[config.mk]
export PLATFORM = sky130hd
export DESIGN_NAME = double_ended_queue
export DESIGN_NICKNAME = d
export VERILOG_FILES = /design/src/dq_pkg.sv /design/src/dq_ram.sv /design/src/dq_ctrl.sv /design/src/dq_datapath.sv /design/src/double_ended_queue.sv
export SDC_FILE = /design/constraint.sdc
export NUM_CORES = 1
export LEC_CHECK = 0
export BUFFER_PORTS_ARGS = -buffer_cell sky130_fd_sc_hd__buf_2
export CAP_MARGIN = 20
export CORE_ASPECT_RATIO = 1.1
export CORE_MARGIN = 2
export CORE_UTILIZATION = 60
export DETAILED_ROUTE_END_ITERATION = 6
export GPL_ROUTABILITY_DRIVEN = 0
export PLACE_DENSITY = 0.79
export SYNTH_ARGS = -nofsm -noshare
export SYNTH_HDL_FRONTEND = slang
export SYNTH_SLANG_ARGS = --single-unit
[constraint.sdc]
create_clock -name clk -period 5.35 [get_ports clk]
set_input_delay 0.2675 -clock clk [delete_from_list [all_inputs] [get_ports clk]]
set_output_delay 0.2675 -clock clk [all_outputs]
set_load 0.1 [all_outputs]
[src/dq_pkg.sv]
// ----------------------------------------------------------------------------
// dq_pkg: shared definitions for the double-ended queue
// Sizes, operation and status codes, controller states and the command and
// status bundles passed between controller and datapath.
// ----------------------------------------------------------------------------
package dq_pkg;

  // Ring size and derived widths
  localparam int DEPTH   = 16;
  localparam int ADDR_W  = $clog2(DEPTH);
  localparam int COUNT_W = $clog2(DEPTH + 1);
  localparam int SUM_W   = COUNT_W + 1;
  localparam int DATA_W  = 32;
  localparam int OCC_W   = 5;

  // Operation codes
  typedef enum logic [1:0] {
    OP_PUSH_REAR  = 2'd0,
    OP_PUSH_FRONT = 2'd1,
    OP_POP_FRONT  = 2'd2,
    OP_POP_REAR   = 2'd3
  } op_t;

  // Result status codes
  typedef enum logic [1:0] {
    ST_OK    = 2'd0,
    ST_EMPTY = 2'd1,
    ST_FULL  = 2'd2
  } status_t;

  // Controller states
  typedef enum logic {
    S_IDLE = 1'b0,
    S_READ = 1'b1
  } state_t;

  // Controller to datapath
  typedef struct packed {
    logic start;     // request accepted this cycle
    logic rd_done;   // slot read data is valid, finish the pop result
  } dq_cmd_t;

  // Datapath to controller
  typedef struct packed {
    logic empty;
    logic full;
  } dq_stat_t;

endpackage

[src/dq_ram.sv]
// ----------------------------------------------------------------------------
// dq_ram: generic single-write, single-read RAM
// One write port and one read port, read data registered.
// ----------------------------------------------------------------------------
module dq_ram #(
  parameter int WIDTH = 32,
  parameter int DEPTH = 16
) (
  input  logic                     clk,
  input  logic                     we,
  input  logic [$clog2(DEPTH)-1:0] waddr,
  input  logic [WIDTH-1:0]         wdata,
  input  logic [$clog2(DEPTH)-1:0] raddr,
  output logic [WIDTH-1:0]         rdata
);

  logic [WIDTH-1:0] mem [DEPTH];

  always_ff @(posedge clk) begin
    if (we) begin
      mem[waddr] <= wdata;
    end
    rdata <= mem[raddr];
  end

endmodule

[src/dq_ctrl.sv]
// ----------------------------------------------------------------------------
// dq_ctrl: handshake and sequencing controller
// Accepts requests, issues start and read-done commands and owns out_valid.
// ----------------------------------------------------------------------------
module dq_ctrl (
  input  logic             clk,
  input  logic             rst,
  input  logic             in_valid,
  output logic             in_ready,
  input  logic [1:0]       opcode,
  output logic             out_valid,
  input  logic             out_ready,
  input  dq_pkg::dq_stat_t stat,
  output dq_pkg::dq_cmd_t  cmd
);

  dq_pkg::state_t state, state_next;
  logic           out_valid_next;
  logic           is_pop;
  logic           need_read;

  assign is_pop = (opcode == dq_pkg::OP_POP_FRONT) || (opcode == dq_pkg::OP_POP_REAR);

  // State and result-valid registers
  always_ff @(posedge clk) begin
    if (rst) begin
      state     <= dq_pkg::S_IDLE;
      out_valid <= 1'b0;
    end else begin
      state     <= state_next;
      out_valid <= out_valid_next;
    end
  end

  // Next state and commands
  always_comb begin
    state_next     = state;
    in_ready       = 1'b0;
    cmd            = '0;
    need_read      = 1'b0;
    out_valid_next = out_valid && !out_ready;
    unique case (state)
      dq_pkg::S_IDLE: begin
        in_ready  = !out_valid || out_ready;
        cmd.start = in_valid && in_ready;
        need_read = cmd.start && is_pop && !stat.empty;
        if (need_read) begin
          state_next = dq_pkg::S_READ;
        end else if (cmd.start) begin
          out_valid_next = 1'b1;
        end
      end
      dq_pkg::S_READ: begin
        // result register was freed when this request was accepted
        cmd.rd_done    = 1'b1;
        out_valid_next = 1'b1;
        state_next     = dq_pkg::S_IDLE;
      end
      default: begin
        state_next = dq_pkg::S_IDLE;
      end
    endcase
  end

endmodule

[src/dq_datapath.sv]
// ----------------------------------------------------------------------------
// dq_datapath: ring pointers, slot RAM, cached front value and result
// Head index and count track the ring; the front slot is mirrored in a
// register so each operation needs at most one RAM read.
// ----------------------------------------------------------------------------
module dq_datapath (
  input  logic                              clk,
  input  logic                              rst,
  input  dq_pkg::dq_cmd_t                   cmd,
  output dq_pkg::dq_stat_t                  stat,
  input  logic [1:0]                        opcode,
  input  logic signed [dq_pkg::DATA_W-1:0]  value_in,
  output logic signed [dq_pkg::DATA_W-1:0]  value_out,
  output logic [1:0]                        status,
  output logic signed [dq_pkg::DATA_W-1:0]  front_value,
  output logic [dq_pkg::OCC_W-1:0]          occupancy
);

  localparam logic [dq_pkg::SUM_W-1:0]   DepthSum  = dq_pkg::SUM_W'(dq_pkg::DEPTH);
  localparam logic [dq_pkg::COUNT_W-1:0] DepthCnt  = dq_pkg::COUNT_W'(dq_pkg::DEPTH);
  localparam logic [dq_pkg::ADDR_W-1:0]  LastAddr  = dq_pkg::ADDR_W'(dq_pkg::DEPTH - 1);
  localparam logic [dq_pkg::DATA_W-1:0]  EmptyMark = '1;

  // Reduce a sum below twice the depth into a slot index
  function automatic logic [dq_pkg::ADDR_W-1:0] wrap(input logic [dq_pkg::SUM_W-1:0] s);
    logic [dq_pkg::SUM_W-1:0] r;
    r = (s >= DepthSum) ? (s - DepthSum) : s;
    return r[dq_pkg::ADDR_W-1:0];
  endfunction

  logic [dq_pkg::ADDR_W-1:0]  head, head_next;
  logic [dq_pkg::COUNT_W-1:0] count, count_next;
  logic [dq_pkg::DATA_W-1:0]  front_reg, front_reg_next;
  logic                       pend_front;

  logic [dq_pkg::SUM_W-1:0]   head_ext, tail_sum;
  logic [dq_pkg::ADDR_W-1:0]  head_dec;
  logic                       we;
  logic [dq_pkg::ADDR_W-1:0]  waddr, raddr;
  logic [dq_pkg::DATA_W-1:0]  rdata;
  logic [dq_pkg::DATA_W-1:0]  vo_next;
  dq_pkg::status_t            st_next;

  assign stat.empty = (count == '0);
  assign stat.full  = (count == DepthCnt);

  assign head_ext = dq_pkg::SUM_W'(head);
  assign tail_sum = head_ext + dq_pkg::SUM_W'(count);
  assign head_dec = (head == '0) ? LastAddr : (head - 1'b1);

  // Read address: slot after the head, or the rear slot
  assign raddr = (opcode == dq_pkg::OP_POP_FRONT) ? wrap(head_ext + 1'b1)
                                                  : wrap(tail_sum - 1'b1);

  // Next ring state and immediate result fields
  always_comb begin
    head_next      = head;
    count_next     = count;
    front_reg_next = front_reg;
    we             = 1'b0;
    waddr          = wrap(tail_sum);
    vo_next        = '0;
    st_next        = dq_pkg::ST_OK;
    unique case (opcode)
      dq_pkg::OP_PUSH_REAR: begin
        if (stat.full) begin
          st_next = dq_pkg::ST_FULL;
        end else begin
          we         = 1'b1;
          count_next = count + 1'b1;
          if (stat.empty) begin
            front_reg_next = value_in;
          end
        end
      end
      dq_pkg::OP_PUSH_FRONT: begin
        if (stat.full) begin
          st_next = dq_pkg::ST_FULL;
        end else begin
          we             = 1'b1;
          waddr          = head_dec;
          head_next      = head_dec;
          count_next     = count + 1'b1;
          front_reg_next = value_in;
        end
      end
      dq_pkg::OP_POP_FRONT: begin
        if (stat.empty) begin
          st_next = dq_pkg::ST_EMPTY;
        end else begin
          vo_next    = front_reg;
          head_next  = wrap(head_ext + 1'b1);
          count_next = count - 1'b1;
        end
      end
      dq_pkg::OP_POP_REAR: begin
        if (stat.empty) begin
          st_next = dq_pkg::ST_EMPTY;
        end else begin
          count_next = count - 1'b1;
        end
      end
      default: begin
        st_next = dq_pkg::ST_OK;
      end
    endcase
  end

  // Control registers
  always_ff @(posedge clk) begin
    if (rst) begin
      head  <= '0;
      count <= '0;
    end else if (cmd.start) begin
      head  <= head_next;
      count <= count_next;
    end
  end

  // Front cache and result payload
  always_ff @(posedge clk) begin
    if (cmd.start) begin
      front_reg   <= front_reg_next;
      pend_front  <= (opcode == dq_pkg::OP_POP_FRONT);
      value_out   <= vo_next;
      status      <= st_next;
      occupancy   <= dq_pkg::OCC_W'(count_next);
      front_value <= (count_next == '0) ? EmptyMark : front_reg_next;
    end else if (cmd.rd_done) begin
      if (pend_front) begin
        front_reg   <= rdata;
        front_value <= (count == '0) ? EmptyMark : rdata;
      end else begin
        value_out   <= rdata;
        front_value <= (count == '0) ? EmptyMark : front_reg;
      end
    end
  end

  dq_ram #(
    .WIDTH (dq_pkg::DATA_W),
    .DEPTH (dq_pkg::DEPTH)
  ) u_ram (
    .clk   (clk),
    .we    (cmd.start && we),
    .waddr (waddr),
    .wdata (value_in),
    .raddr (raddr),
    .rdata (rdata)
  );

endmodule

[src/double_ended_queue.sv]
// ----------------------------------------------------------------------------
// double_ended_queue: bounded deque of signed 32-bit values
// Ring buffer with push and pop at both ends, one result per request.
// ----------------------------------------------------------------------------
// Each request is one operation (push rear, push front, pop front, pop rear)
// and yields exactly one result with the popped value, a status, the value
// now at the front (-1 when empty) and the occupancy. Pushes and pops on an
// empty queue finish without a RAM read; a successful pop also passes through
// the read state for the registered read of the slot RAM (the popped rear value, or the new
// front after a front pop). A new request is taken while the previous result
// is being delivered. No clearing pass runs after reset; a slot that was
// never written never reaches an output.
module double_ended_queue (
  input  logic                             clk,
  input  logic                             rst,
  input  logic                             in_valid,
  output logic                             in_ready,
  input  logic [1:0]                       opcode,
  input  logic signed [dq_pkg::DATA_W-1:0] value_in,
  output logic                             out_valid,
  input  logic                             out_ready,
  output logic signed [dq_pkg::DATA_W-1:0] value_out,
  output logic [1:0]                       status,
  output logic signed [dq_pkg::DATA_W-1:0] front_value,
  output logic [dq_pkg::OCC_W-1:0]         occupancy
);

  dq_pkg::dq_cmd_t  cmd;
  dq_pkg::dq_stat_t stat;

  dq_ctrl u_ctrl (
    .clk       (clk),
    .rst       (rst),
    .in_valid  (in_valid),
    .in_ready  (in_ready),
    .opcode    (opcode),
    .out_valid (out_valid),
    .out_ready (out_ready),
    .stat      (stat),
    .cmd       (cmd)
  );

  dq_datapath u_datapath (
    .clk         (clk),
    .rst         (rst),
    .cmd         (cmd),
    .stat        (stat),
    .opcode      (opcode),
    .value_in    (value_in),
    .value_out   (value_out),
    .status      (status),
    .front_value (front_value),
    .occupancy   (occupancy)
  );

endmodule
# After elaboration in Yosys (flattened, before gate mapping)
# Memory sizes are Yosys's and may differ from the RTL's. A register that Yosys moved wholly into a read port is not among the register bits.
# Cells that the tools add are included.
# W data, S select, Z words.
[op_classes] addsub=9 order_cmp=3 n_eq_ne=7 muxes=46 bitwise=1 reduce_logical=22
[ops] operator="$mux W32" count=17
[ops] operator="$pmux W32 S2" count=1
[ops] operator="$mux W4" count=9
[ops] operator="$sub A4 B1 Y4 const B" count=4
[ops] operator="$ge A6 B5 Y1 const B" count=2
[ops] operator="$mux W1" count=11
[ops] operator="$logic_not A5 Y1" count=2
[ops] operator="$mux W5" count=2
[ops] operator="$pmux W5 S2" count=1
[ops] operator="$pmux W4 S2" count=1
[ops] operator="$add A4 B5 Y6" count=1
[ops] operator="$reduce_bool A2 Y1" count=3
[ops] operator="$sub A6 B1 Y6 const B" count=1
[ops] operator="$add A4 B1 Y5 const B" count=1
[ops] operator="$add A5 B1 Y5 const B" count=1
[ops] operator="$eq A5 B5 Y1 const B" count=1
[ops] operator="$ge A5 B5 Y1 const B" count=1
[ops] operator="$logic_and A1 B1 Y1" count=5
[ops] operator="$sub A5 B1 Y5 const B" count=1
[ops] operator="$eq A2 B2 Y1 const B" count=2
[ops] operator="$logic_not A4 Y1" count=1
[ops] operator="$ne A2 B2 Y1 const B" count=2
[ops] operator="$pmux W1 S2" count=2
[ops] operator="$pmux W2 S2" count=1
[ops] operator="10 further kinds" count=15
[word_totals] reg_bits=115 ram_bits=512 inputBits=38 output_inout_bits=73 word_cells=99 memories=1
[memory_table] name="u_datapath.u_ram.mem" depth=16 word_bits=32 read_ports=1 rd_ports_with_merged_regs=1 wr=1 line_no="dq_ram.sv:17" rtl="logic [WIDTH-1:0] mem [DEPTH];"

# Depth between registers and ports, before layout
[logic_depth] word_depth=7 ltp_mapped=11 ltp_nobuf=8

# Modules after synthesis
# A second synthesis with hierarchy kept.
[unflattened] hier_cells=1460 hier_area_um2=26369.0
[by_module_without_submodules] mod="dq_ram" n_inst=1 cells_each=838 area_per_inst_um2=19835.3 seq_area_each_um2=16015.4
[by_module_without_submodules] mod="dq_datapath" n_inst=1 cells_each=611 area_per_inst_um2=6433.7 seq_area_each_um2=3303.2
[by_module_without_submodules] mod="dq_ctrl" n_inst=1 cells_each=11 area_per_inst_um2=100.1 seq_area_each_um2=40.0

# Worst setup path after synthesis
# No wires, ideal clock.
[synth_path] path_type="register -> register" from="register u_datapath.count[0] in the netlist's numbering" to="memory u_datapath.u_ram.mem[11][0] (enable)" setup_time_ns=0.425 arrival_time_ns=3.528 t_required_ns=4.925 setup_slack_ns=1.397 path_stages_with_launch=12 n_path_buf=4 synth_period_minus_slack_ns=3.953 cell_sequence="dfxtp_1 clkbuf_8 inv_1 ha_1 clkbuf_2 and4bb_2 buf_4 nor2_1 clkbuf_1 nand2_1 o32ai_1 nor2b_1"
[synth_via] elab_chain_cells=6 elab_cells_between_ends=12 cone_classes="add/sub (2); order compare (1); eq/ne (1); mux (7); reduce/logical (1)"
[synth_lines] element="start: declaration" line_no="dq_datapath.sv:32" rtl="logic [dq_pkg::COUNT_W-1:0] count, count_next;"
[synth_lines] element="start signal: assignment" line_no="dq_datapath.sv:116" rtl="count <= count_next;"
[synth_lines] element="branches (longest 6 deep; another with $add A4 B5 Y6)"
[synth_lines] element="end: declaration" line_no="dq_ram.sv:17"
# Parallel ways; which one is timed is not known.

# Final worst setup path
[layout_path] from="register u_datapath.count[0] in the netlist's numbering" to="memory u_datapath.u_ram.mem[11][4] (enable)"
# Same word-level chain as after synthesis.

==> metrics.txt <==
number of flip-flops in the largest register 512; num ports 111; Clk pin slew, worst setup/hold paths 70 ps; CP max stage delay 940 ps; met2 WL 30.9 mm; # fillers 2680; setup TNS 0 ps; Mapped Avg Cell Area 19.3 µm²; antenna-violating nets left 0; # rows 81; setup violators final 0; detailed-placement wirelength estimate 36.4 mm; CP bufs+invs 2; Final period util 0.747; Hold Vio Cnt, Final 0; hold_ws 24.6 ps; largest net degree at the start of global routing 71; share of layout cells above drive strength 1 0.297; area share of the leading cell type in the synthesized netlist 0.689; Biggest register u_datapath.u_ram.mem; H-tree depth 2; Yosys top cell by area edfxtp_1; Max-Cap Viols 0; slowest CP cell nor2b_4; met3 WL 5.98 mm; Max Fclk 0.250 GHz; Tmin final 4000 ps; register area share after synthesis 0.721; vias in the first global route 14500; drt wl/cell 29.4 µm; worst skew pair latency 620 ps; Max clock buf depth 3; pwr dens 506 nW/µm²; detailed-route via count 14400; initial antenna violation count 1; Iter 0 DRT Violations 1745; Worst setup EP type flop; FFs w/ async S/R, synth 0; worst setup path startpoint u_datapath.count[0]; TritonCTS buffer count 60; Port Buf Inserts 110; RR Startpoint u_datapath.count[0]; Synth cell types 66; iteration count of the initial detailed-routing pass 5; top routing layer in use met4; overall routing resource usage 0.278; Arr. time, crit path 4320 ps; worst setup path class reg -> reg; grt ovf 0; CTS Hold Bufs 3; worst hold path type in -> reg; Clock Root Buffer clkbuf_16; crit path max fanout 21; yosys warns 0; synth-to-layout area growth 12.8%; outcome finished, final reports clean; Final Max Tran Viols 0; CP Cell Sequence inv_1 > ha_1 > and4bb_2 > nor2_2 > nand2_1 > o32ai_1 > nor2b_4 > buf_4; DRT met1 WL 23.3 mm; largest delay contributor family on the critical path simple AND/OR/NAND/NOR gates; commonest non-fill, non-tap cell in the layout edfxtp_1; Synth Register Bits 659; Initial Utilization 0.606; Least-Margin Pin Slew 1160 ps; worst path required time 5670 ps; post-DR vias/cell 6.69; min-delay src value_in[15]; post-synthesis cell count 1391; die width 206 µm; post-synthesis net count 1442; Total Wirelength 63.2 mm; post-CTS sizing 0; number of remaining DRC errors 0; maximum VDD drop 0.375 mV; die height 226 µm; CTS tree built; Top FF cell, synth edfxtp_1; Setup Buffers After CTS 0; Setup crit start kind flop; Leakage 0.0103 µW; # diodes 0; Post-synth EDFFs 616; die area 46500 µm²; post-synthesis cell area 26800 µm²; Final Skew 16.0 ps; first-pass GRT wire length 92.1 mm; clock sinks 659; commonest non-fill, non-tap cells in the layout edfxtp_1, mux2i_1, mux4_2; Core Area 44300 µm²; Slew headroom 0.228; RSZ-0062 raised after global routing no; Nets 1572; top cells by area, synth edfxtp_1, mux4_2, mux2i_1
-- per-layer routing --
layer  up-vias  GRT usage
li1       5951          -
met1      7421      0.367
met2       859      0.445
met3       173     0.0593
met4         0      0.135
met5         -          0
-- final cells by class --
cell class	instances	area [µm²]	area share
flip-flops and latches	659	19400	0.639
multi-input cells	629	7080	0.234
clock buffers	70	1580	0.0522
repair buffers	157	998	0.0330
well taps	581	727	0.0240
clock inverters	42	488	0.0161
inverters	14	52.6	0.00174
-- cell usage after synthesis (6+ instances only) --
| cell | n |
|---|---|
| a21oi_1 | 31 |
| a221o_1 | 19 |
| a221oi_1 | 16 |
| a22o_1 | 32 |
| a22oi_2 | 30 |
| buf_2 | 20 |
| buf_4 | 14 |
| buf_6 | 11 |
| clkbuf_1 | 34 |
| dfxtp_1 | 43 |
| edfxtp_1 | 616 |
| ha_1 | 12 |
| inv_1 | 14 |
| mux2_2 | 18 |
| mux2i_1 | 133 |
| mux4_2 | 128 |
| nand2_1 | 29 |
| nor2_1 | 87 |
| nor2b_1 | 9 |
| nor3_1 | 6 |
| o21ai_0 | 7 |
| xnor2_1 | 7 |
-- worst paths after layout --
check	endpoint	slack (ps)	depth (start not counted)
max	u_datapath.u_ram.mem[11][4]	1350	8
min	u_datapath.u_ram.mem[13][15]	20	1
max reg2reg	u_datapath.u_ram.mem[11][4]	1350	8
min reg2reg	u_datapath.front_reg[14]	590	2
-- logic make-up after synthesis --
group / synth area share
simple gates: 0.0276
compound gates: 0.0525
flops: 0.721
mux: 0.166
xor+xnor: 0.00443
fa+ha+maj: 0.00634
buf+inv: 0.0226
-- per-stage QoR --
stage	instances	setup WS, ps	utilization	power [µW]	area [µm²]
floorplan	1391	1400	-	9880	26800
global placement	2036	1460	0.636	10800	28200
detailed placement	2036	1410	0.636	10900	28200
CTS	2151	1400	0.683	15400	30300
global route	2152	1210	0.684	15800	30300
finish	2152	1350	0.684	15300	30300
-- power breakdown --
group	switching [µW]	leakage, µW	internal [µW]
logic	2720	0.00329	1700
clock network	1860	0.00102	2640
registers	274	0.00597	6130
(Power assumes the default switching activity.)
